### config.mk
export PLATFORM = sky130hd
export DESIGN_NAME = chunked_body_decoder_flat
export DESIGN_NICKNAME = d
export VERILOG_FILES = /design/src/cbd_pkg.sv /design/src/cbd_if.sv /design/src/chunked_body_decoder.sv /design/src/flat_wrapper.sv
export SDC_FILE = /design/constraint.sdc
export NUM_CORES = 1
export LEC_CHECK = 0
export ABC_AREA = 1
export BUFFER_PORTS_ARGS = -buffer_cell sky130_fd_sc_hd__buf_2
export CORE_MARGIN = 2
export CORE_UTILIZATION = 40
export CTS_BUF_LIST = sky130_fd_sc_hd__clkbuf_4
export CTS_CLUSTER_SIZE = 25
export DETAILED_ROUTE_END_ITERATION = 6
export PLACE_DENSITY = 0.66
export REMOVE_ABC_BUFFERS = 1
export SYNTH_ARGS = -nofsm -noshare
export SYNTH_HDL_FRONTEND = slang
export SYNTH_SLANG_ARGS = --single-unit
### constraint.sdc
create_clock -name clock -period 4.1 [get_ports clock]
set_input_delay 0.41 -clock clock [delete_from_list [all_inputs] [get_ports clock]]
set_output_delay 0.41 -clock clock [all_outputs]
set_load 0.01 [all_outputs]
### src/cbd_pkg.sv
// ----------------------------------------------------------------------------
// cbd_pkg
// Shared widths, byte codes, status codes and the hex digit decoder for the
// chunked body decoder.
// ----------------------------------------------------------------------------
package cbd_pkg;

   localparam int BYTE_W   = 8;
   localparam int STATUS_W = 2;

   // input word action codes
   localparam logic ACT_DATA = 1'b0;
   localparam logic ACT_END  = 1'b1;

   // result status codes
   localparam logic [STATUS_W-1:0] ST_BUSY  = 2'd0;
   localparam logic [STATUS_W-1:0] ST_DONE  = 2'd1;
   localparam logic [STATUS_W-1:0] ST_ERROR = 2'd2;

   // framing bytes
   localparam logic [BYTE_W-1:0] BYTE_CR    = 8'h0D;
   localparam logic [BYTE_W-1:0] BYTE_LF    = 8'h0A;
   localparam logic [BYTE_W-1:0] BYTE_SPACE = 8'h20;
   localparam logic [BYTE_W-1:0] BYTE_TAB   = 8'h09;

   typedef struct packed {
      logic       is_hex;
      logic [3:0] value;
   } hex_digit_type;

   // ASCII hex digit decode (0-9, a-f, A-F)
   function automatic hex_digit_type hex_decode(input logic [BYTE_W-1:0] b);
      hex_digit_type d;
      d.is_hex = 1'b0;
      d.value  = 4'd0;
      if (b >= 8'h30 && b <= 8'h39) begin
         d.is_hex = 1'b1;
         d.value  = 4'(b - 8'h30);
      end else if (b >= 8'h61 && b <= 8'h66) begin
         d.is_hex = 1'b1;
         d.value  = 4'(b - 8'h57);
      end else if (b >= 8'h41 && b <= 8'h46) begin
         d.is_hex = 1'b1;
         d.value  = 4'(b - 8'h37);
      end
      return d;
   endfunction

endpackage

### src/cbd_if.sv
// ----------------------------------------------------------------------------
// cbd_if
// Valid/ready channel interfaces for the chunked body decoder: one for body
// input words and one for decoded result words.
// ----------------------------------------------------------------------------
interface cbd_req_if;
   logic                        valid;
   logic                        ready;
   logic                        action;
   logic [cbd_pkg::BYTE_W-1:0]  data_byte;

   modport source (output valid, action, data_byte, input ready);
   modport sink   (input valid, action, data_byte, output ready);
endinterface

interface cbd_rsp_if;
   logic                          valid;
   logic                          ready;
   logic                          payload_valid;
   logic [cbd_pkg::BYTE_W-1:0]    payload_byte;
   logic [cbd_pkg::STATUS_W-1:0]  status;

   modport source (output valid, payload_valid, payload_byte, status, input ready);
   modport sink   (input valid, payload_valid, payload_byte, status, output ready);
endinterface

### src/chunked_body_decoder.sv
// Result: an accepted input word's result word is in the output register in the
//   cycle after the word is taken.
// Throughput: 1 word per cycle while the result is not stalled; the decode step
//   and the chunk counter update are both combinational, and the output register
//   lets a new word in while a result is being taken.
// Reset: synchronous, active high; returns to the start of a size line with
//   an empty output register.
// ----------------------------------------------------------------------------
// chunked_body_decoder
// Streaming HTTP chunked body decoder, one byte per word. Parses size lines,
// passes chunk data through and checks CR LF framing; errors are sticky.
// ----------------------------------------------------------------------------
module chunked_body_decoder #(
   parameter int SIZE_BITS = 32
) (
   input  logic      clock,
   input  logic      reset,
   cbd_req_if.sink   req_chan,
   cbd_rsp_if.source rsp_chan
);

   // phase codes
   localparam logic [2:0] PH_SIZE = 3'd0;
   localparam logic [2:0] PH_DATA = 3'd1;
   localparam logic [2:0] PH_DCR  = 3'd2;
   localparam logic [2:0] PH_DLF  = 3'd3;
   localparam logic [2:0] PH_ZCR  = 3'd4;
   localparam logic [2:0] PH_ZLF  = 3'd5;
   localparam logic [2:0] PH_DONE = 3'd6;
   localparam logic [2:0] PH_ERR  = 3'd7;

   logic [2:0]           phase_ff, phase_in;
   logic [SIZE_BITS-1:0] chunk_rem_ff, chunk_rem_in;
   logic [SIZE_BITS-1:0] size_value_ff, size_value_in;
   logic                 line_text_ff, line_text_in;
   logic                 digits_open_ff, digits_open_in;

   logic                         rsp_valid_ff, rsp_valid_in;
   logic                         out_pvalid_ff, out_pvalid_in;
   logic [cbd_pkg::BYTE_W-1:0]   out_byte_ff, out_byte_in;
   logic [cbd_pkg::STATUS_W-1:0] out_status_ff, out_status_in;

   logic                   accept;
   logic [cbd_pkg::BYTE_W-1:0] b;
   cbd_pkg::hex_digit_type hex;
   logic                   is_blank;
   logic [SIZE_BITS-1:0]   chunk_dec;

   // take a word whenever the output register is free or draining
   assign req_chan.ready = !rsp_valid_ff || rsp_chan.ready;
   assign accept         = req_chan.valid && req_chan.ready;

   assign b         = req_chan.data_byte;
   assign hex       = cbd_pkg::hex_decode(b);
   assign is_blank  = (b == cbd_pkg::BYTE_SPACE) || (b == cbd_pkg::BYTE_TAB) ||
                      (b == cbd_pkg::BYTE_CR);
   assign chunk_dec = chunk_rem_ff - SIZE_BITS'(1);

   // decode step for one word
   always_comb begin
      phase_in       = phase_ff;
      chunk_rem_in   = chunk_rem_ff;
      size_value_in  = size_value_ff;
      line_text_in   = line_text_ff;
      digits_open_in = digits_open_ff;
      out_pvalid_in  = 1'b0;
      out_byte_in    = '0;

      if (req_chan.action == cbd_pkg::ACT_END) begin
         if (phase_ff != PH_DONE) begin
            phase_in = PH_ERR;
         end
      end else begin
         unique case (phase_ff)
            PH_SIZE: begin
               if (b == cbd_pkg::BYTE_LF) begin
                  // end of size line: pick the next phase, start a new line
                  if (line_text_ff) begin
                     if (size_value_ff == '0) begin
                        phase_in = PH_ZCR;
                     end else begin
                        chunk_rem_in = size_value_ff;
                        phase_in     = PH_DATA;
                     end
                  end
                  size_value_in  = '0;
                  line_text_in   = 1'b0;
                  digits_open_in = 1'b1;
               end else if (!(line_text_ff == 1'b0 && is_blank)) begin
                  line_text_in = 1'b1;
                  if (digits_open_ff && hex.is_hex) begin
                     // next digit would overflow the size field
                     if (size_value_ff[SIZE_BITS-1 -: 4] != 4'd0) begin
                        phase_in = PH_ERR;
                     end else begin
                        size_value_in = {size_value_ff[SIZE_BITS-5:0], hex.value};
                     end
                  end else begin
                     digits_open_in = 1'b0;
                  end
               end
            end
            PH_DATA: begin
               out_pvalid_in = 1'b1;
               out_byte_in   = b;
               chunk_rem_in  = chunk_dec;
               if (chunk_dec == '0) begin
                  phase_in = PH_DCR;
               end
            end
            PH_DCR: begin
               phase_in = (b == cbd_pkg::BYTE_CR) ? PH_DLF : PH_ERR;
            end
            PH_DLF: begin
               if (b == cbd_pkg::BYTE_LF) begin
                  phase_in       = PH_SIZE;
                  size_value_in  = '0;
                  line_text_in   = 1'b0;
                  digits_open_in = 1'b1;
               end else begin
                  phase_in = PH_ERR;
               end
            end
            PH_ZCR: begin
               phase_in = (b == cbd_pkg::BYTE_CR) ? PH_ZLF : PH_ERR;
            end
            PH_ZLF: begin
               phase_in = (b == cbd_pkg::BYTE_LF) ? PH_DONE : PH_ERR;
            end
            PH_DONE, PH_ERR: begin
            end
            default: begin
            end
         endcase
      end

      // status after this word
      if (phase_in == PH_DONE) begin
         out_status_in = cbd_pkg::ST_DONE;
      end else if (phase_in == PH_ERR) begin
         out_status_in = cbd_pkg::ST_ERROR;
      end else begin
         out_status_in = cbd_pkg::ST_BUSY;
      end
   end

   // output register occupancy
   always_comb begin
      rsp_valid_in = rsp_valid_ff;
      if (accept) begin
         rsp_valid_in = 1'b1;
      end else if (rsp_chan.ready) begin
         rsp_valid_in = 1'b0;
      end
   end

   // control state
   always_ff @(posedge clock) begin
      if (reset) begin
         phase_ff       <= PH_SIZE;
         chunk_rem_ff   <= '0;
         size_value_ff  <= '0;
         line_text_ff   <= 1'b0;
         digits_open_ff <= 1'b1;
         rsp_valid_ff   <= 1'b0;
      end else begin
         rsp_valid_ff <= rsp_valid_in;
         if (accept) begin
            phase_ff       <= phase_in;
            chunk_rem_ff   <= chunk_rem_in;
            size_value_ff  <= size_value_in;
            line_text_ff   <= line_text_in;
            digits_open_ff <= digits_open_in;
         end
      end
   end

   // result payload
   always_ff @(posedge clock) begin
      if (accept) begin
         out_pvalid_ff <= out_pvalid_in;
         out_byte_ff   <= out_byte_in;
         out_status_ff <= out_status_in;
      end
   end

   assign rsp_chan.valid         = rsp_valid_ff;
   assign rsp_chan.payload_valid = out_pvalid_ff;
   assign rsp_chan.payload_byte  = out_byte_ff;
   assign rsp_chan.status        = out_status_ff;

endmodule

### src/flat_wrapper.sv
// flat-port wrapper written by rule: the top's interface ports become plain ports
module chunked_body_decoder_flat 
#(
   parameter int SIZE_BITS = 32
)
  (clock, reset, req_chan_valid, req_chan_action, req_chan_data_byte, req_chan_ready, rsp_chan_valid, rsp_chan_payload_valid, rsp_chan_payload_byte, rsp_chan_status, rsp_chan_ready);
  cbd_req_if req_chan_i ();
  cbd_rsp_if rsp_chan_i ();
  input  logic clock;
  input  logic reset;
  input wire logic [$bits(req_chan_i.valid)-1:0] req_chan_valid;
  input wire logic [$bits(req_chan_i.action)-1:0] req_chan_action;
  input wire logic [$bits(req_chan_i.data_byte)-1:0] req_chan_data_byte;
  output wire logic [$bits(req_chan_i.ready)-1:0] req_chan_ready;
  output wire logic [$bits(rsp_chan_i.valid)-1:0] rsp_chan_valid;
  output wire logic [$bits(rsp_chan_i.payload_valid)-1:0] rsp_chan_payload_valid;
  output wire logic [$bits(rsp_chan_i.payload_byte)-1:0] rsp_chan_payload_byte;
  output wire logic [$bits(rsp_chan_i.status)-1:0] rsp_chan_status;
  input wire logic [$bits(rsp_chan_i.ready)-1:0] rsp_chan_ready;
  assign req_chan_i.valid = req_chan_valid;
  assign req_chan_i.action = req_chan_action;
  assign req_chan_i.data_byte = req_chan_data_byte;
  assign req_chan_ready = req_chan_i.ready;
  assign rsp_chan_valid = rsp_chan_i.valid;
  assign rsp_chan_payload_valid = rsp_chan_i.payload_valid;
  assign rsp_chan_payload_byte = rsp_chan_i.payload_byte;
  assign rsp_chan_status = rsp_chan_i.status;
  assign rsp_chan_i.ready = rsp_chan_ready;
  chunked_body_decoder #(.SIZE_BITS(SIZE_BITS)) u_core (.clock(clock), .reset(reset), .req_chan(req_chan_i), .rsp_chan(rsp_chan_i));
endmodule
* After elaboration in Yosys (flattened, before gate mapping)
Index checks and enable logic that the tools add are counted.
** Storage, ports and cells
- Word-level logic and storage cells :: 104
- Output and inout bits :: 13
- Register bits :: 81
- Input port bits :: 13
** Operators by class
- Equality and inequality tests :: 20
- Reductions and logical operators :: 22
- Mux-type cells :: 40
- Add/subtract/negate cells :: 4
- Magnitude comparators :: 6
- Bitwise logic cells :: 3
** Operator list (number)
- 32-bit 2-to-1 mux :: 8
- 32-bit case mux with 2 select lines :: 2
- 32-bit zero test :: 2
- 3-bit 2-to-1 mux :: 11
- 32-bit by 1-bit subtractor with 32-bit output (second input constant) :: 1
- 8-bit by 4-bit == test with 1-bit output (second input constant) :: 3
- 3-bit case mux with 6 select lines :: 1
- 8-bit by 7-bit greater-or-equal comparator with 1-bit output (second input constant) :: 2
- 8-bit by 7-bit less-or-equal comparator with 1-bit output (second input constant) :: 2
- 5-bit 2-to-1 mux :: 3
- 3-bit == test (second input constant) :: 4
- 6-bit AND reduction :: 2
- 1-bit 2-to-1 mux :: 11
- 3-bit by 2-bit != test with 1-bit output (second input constant) :: 3
- 8-bit by 6-bit == test with 1-bit output (second input constant) :: 1
- 8-bit by 6-bit greater-or-equal comparator with 1-bit output (second input constant) :: 1
- 8-bit by 6-bit less-or-equal comparator with 1-bit output (second input constant) :: 1
- 4-bit by 3-bit subtractor with 4-bit output (second input constant) :: 2
- 7-bit AND reduction :: 1
- 3-bit by 2-bit == test with 1-bit output (second input constant) :: 2
- 1-bit logical AND :: 6
- 2-bit by 1-bit != test with 1-bit output (second input constant) :: 3
- 2-bit nonzero test :: 3
- 5-bit AND reduction :: 1
- other kinds (13) :: 19

* Longest topological paths before layout
- Depth in word-level cells :: 13
- Gate-level depth with buffers :: 18
- Mapped depth without buffers :: 18

* Worst setup path after synthesis
No wires, ideal clock.
- Kind :: input to register
- From :: input req_chan_data_byte[1]
- To :: register u_core.size_value_ff[0]
- Slack :: 2.058 ns
- Stages on the path :: 13
- Arrival :: 1.923 ns
- Path through :: inv_1 -> ha_1 -> inv_1 -> o211ai_1 -> nand2_1 -> o21ai_1 -> nand2_1 -> o21ai_2 -> inv_1 -> nor2_1 -> o21ai_0 -> nand2_1 -> a21oi_1
** On the way
- Cells in the longest elaborated chain, start to end :: 10
- Elaborated cells between the ends (all ways) :: 30
** Ends and longest elaborated chain
- start, declared :: line flat_wrapper.sv:13 : input wire logic [$bits(req_chan_i.data_byte)-1:0] req_chan_data_byte;
- 8-bit by 7-bit greater-or-equal comparator with 1-bit output or 8-bit by 7-bit less-or-equal comparator with 1-bit output (tied branches) :: line cbd_pkg.sv:42 : end else if (b >= 8'h41 && b <= 8'h46) begin
- 1-bit logical AND :: line cbd_pkg.sv:42
- 5-bit 2-to-1 mux :: line cbd_pkg.sv:42
- 5-bit 2-to-1 mux :: line cbd_pkg.sv:39 : end else if (b >= 8'h61 && b <= 8'h66) begin
- 5-bit 2-to-1 mux :: line cbd_pkg.sv:36 : if (b >= 8'h30 && b <= 8'h39) begin
- 32-bit 2-to-1 mux :: line chunked_body_decoder.sv:93 : if (size_value_ff[SIZE_BITS-1 -: 4] != 4'd0) begin
- 32-bit 2-to-1 mux :: line chunked_body_decoder.sv:91 : if (digits_open_ff && hex.is_hex) begin
- 32-bit 2-to-1 mux :: line chunked_body_decoder.sv:89 : end else if (!(line_text_ff == 1'b0 && is_blank)) begin
- 32-bit 2-to-1 mux :: line chunked_body_decoder.sv:76 : if (b == cbd_pkg::BYTE_LF) begin
- 32-bit case mux with 2 select lines :: line chunked_body_decoder.sv:74 : unique case (phase_ff)
- end signal, assigned :: line chunked_body_decoder.sv:171 : size_value_ff <= size_value_in;
- end, declared :: line chunked_body_decoder.sv:34 : logic [SIZE_BITS-1:0] size_value_ff, size_value_in;
Parallel ways exist; a longest one is shown, timed or not. The select of a mux whose other input is x is not followed.
A chain may end at the register's enable or synchronous reset.

* Worst setup path in the final report
- From :: register u_core.size_value_ff[16]
- To :: register u_core.chunk_rem_ff[30]
** On the way
- Cells in the longest elaborated chain, start to end :: 3
** Ends and longest elaborated chain
- 32-bit zero test :: line chunked_body_decoder.sv:79 : if (size_value_ff == '0) begin
- 2-bit != test (no line)
- 6-bit AND reduction (no line)
- end signal, assigned :: line chunked_body_decoder.sv:170 : chunk_rem_ff <= chunk_rem_in;
- end, declared :: line chunked_body_decoder.sv:33 : logic [SIZE_BITS-1:0] chunk_rem_ff, chunk_rem_in;
No other way between the ends.

==> out/metrics.cfg <==
[status]
status = complete, no violations

[finish]
layout.cells.non_filler = 984
antenna_cells = 0
layout_common_cells = 227 x nand2_1, 115 x nor2_1, 78 x inv_1
final_common_cell = nand2_1
drive_gt1_share_pct = 13.67
nFillCells = 1402
fin_nets = 826
area_delta_synth_final_pct = 7.012

[power_and_ir_drop]
peakVddDrop_mv = 0.1940
p_leak_nw = 2.376
power_density_nw_per_um2 = 378.0

[worst_setup_path]
endpoint_kind = register
r2r-start = u_core.size_value_ff[16]$_SDFFE_PP0P_
cp-endpoint = u_core.chunk_rem_ff[30]$_SDFFE_PP0P_
path_class = reg2reg
crit_path_start_kind = register
cp-startpoint = u_core.size_value_ff[16]$_SDFFE_PP0P_
r2r.worst_path.cells = 10
reg2reg_to = u_core.chunk_rem_ff[30]$_SDFFE_PP0P_
worstPathArrival_ps = 2880
crit_fanout = 33
r2r_slack_ps = 1510
cp_data_required_time_ps = 4390

[synthesis]
synth_cell_type_count = 41
synthArstFlopShare_pct = 0
yosysTopAreaCellShare_pct = 27.46
synth_cells = 795
synth.cell_area_um2 = 5104
seq_area_frac_synth_pct = 33.93
ys_ff_latch = 81
ys_top_cells_by_area = dfxtp_1 27%, nand2_1 17%, nor2_1 8.5%
synth-edff-count = 11
synth_warnings = 0
synthFlopType = dfxtp_1
synth_top_cell_by_area = dfxtp_1
synth.avg_cell_area_um2 = 6.420

[drt]
ant_nets = 0
drt_first_pass_iters = 5
via_per_inst = 5.040
drt_iter0_drc = 402
drc = 0
via_count = 4959
wl_mm = 13.16
wire_per_inst_um = 13.37

[cts]
cts_root_buf = clkbuf_4
tritoncts = built
clock_path_buffers = 2
clkSinkCount = 81
htreeDepth = 3
hold_buffers = 0
cts_resized = 0
path_clk_slew_ps = 160
cts_setup_buffers = 0
cts_buffers = 9
clk_latency_ps = 450

[floorplan]
num_io_pins = 26
start_util_pct = 40.77
num_rows = 41
die_y_um = 117.0
die_area_um2 = 13680
fp.dieW_um = 117.0
core_um2 = 12520

[sta]
tightest_slew_ps = 1157
worst_slack_ps = 1512
tns_ps = 0
hold_slack_ps = 259.9
maxSlewHeadroom_pct = 22.79
fmax_mhz = 386.4
grt_setup_unrepaired = no
hold_viol_final = 0
drv_slew = 0
clock_skew_ps = 25.32
post-route-min-period_ps = 2588
finalCritPeriodShare_pct = 63.12
finalSetupViolCount = 0

[placed_design]
io_buffer_count = 25
place_inst = 968
pre_cts_ws_ps = 1266
hpwl_mm = 9.776
gp_congestion = 0.8702

[global_route]
grt_overflow_total = 0
grt_usage_pct = 20.59
grt_pass1_wl_mm = 22.17
antenna_found_initial = 0
grt_max_degree = 43
grt_pass1_vias = 4575

[hold_path]
worstHoldPathType = in2reg
hold_start = rsp_chan_ready

[flow_run]
maxCapViolations = 0

-- report_power, final --
group / switching [mW] / internal (mW)
Combinational: 0.477 / 0.210
Sequential: 0.0391 / 0.841
Clock: 0.307 / 0.190
-- Yosys cell counts, types with 8 or more instances --
master	number
a31oi_1	10
a21oi_1	53
inv_2	8
nand2_2	22
edfxtp_1	11
nand2_1	227
nor3_1	8
dfxtp_1	70
a21oi_2	20
clkbuf_1	17
inv_1	78
nand3_1	30
o21ai_0	57
nor2_1	115
nand4_1	9
-- metrics by stage --
step | area, µm² | power [mW] | util (%)
after floorplan | 4956 | 1.398 | -
after global placement | 5319 | 1.575 | 42.49
after detailed placement | 5319 | 1.580 | 42.49
after CTS | 5461 | 2.078 | 43.63
after global routing | 5461 | 2.220 | 43.63
final | 5461 | 2.065 | 43.63
-- critical path, stage by stage, from the launching register on --
cell	delay, ps
dfxtp_1	370
or2_2	300
nor3_1	180
nand3_1	150
nor2_1	130
o21ai_1	70
nand2_1	70
buf_4	300
inv_1	460
o21ai_0	330
a31oi_1	60
-- cell families (layout without fill, tap and decap cells) --
family,after synthesis,count (layout),synth area share (%)
simple gates,435,435,36.82
compound gates,156,156,17.97
buf+inv,114,131,9.291
flops,81,81,33.93
fa+ha+maj,6,6,1.471
xor+xnor,3,3,0.5149
-- flip-flops by register name (all words and copies together), names as in the netlist --
| signal | count |
|---|---|
| u_core.rsp_chan.payload_valid | 1 |
| u_core.rsp_chan.valid | 1 |
| u_core.digits_open_ff | 1 |
| u_core.phase_ff | 3 |
| u_core.rsp_chan.payload_byte | 8 |
| u_core.size_value_ff | 32 |
| u_core.rsp_chan.status | 2 |
| u_core.chunk_rem_ff | 32 |
| u_core.line_text_ff | 1 |
-- cell type report --
| class | count | area (µm²) | area share, % |
|---|---|---|---|
| clock inverters | 7 | 75.07 | 1.375 |
| flip-flops and latches | 81 | 1732 | 31.71 |
| repair buffers | 28 | 147.6 | 2.703 |
| inverters | 87 | 326.6 | 5.979 |
| clock buffers | 9 | 67.56 | 1.237 |
| well taps | 172 | 215.2 | 3.940 |
| multi-input cells | 600 | 2898 | 53.06 |
-- worst min path at each step --
stage	end	slack [ps]	depth (start not counted)
floorplan	u_core.digits_open_ff$_SDFFE_PP1P_	440	2
global placement	u_core.digits_open_ff$_SDFFE_PP1P_	470	2
detailed placement	u_core.digits_open_ff$_SDFFE_PP1P_	470	2
CTS	u_core.rsp_chan.valid$_SDFFE_PP0P_	230	4
global route	u_core.rsp_chan.valid$_SDFFE_PP0P_	280	4
finish	u_core.rsp_chan.valid$_SDFFE_PP0P_	260	4
-- metal layers --
layer  routed length (µm)  vias up  global-route usage (%)
met5                    0        -                       0
met4                  288        0                   6.039
met3                  748       20                   4.377
met2                 5750      137                   32.72
met1                 6370     2211                   28.28
li1                     -     2591                       -
Power figures use the tool's default switching activity.
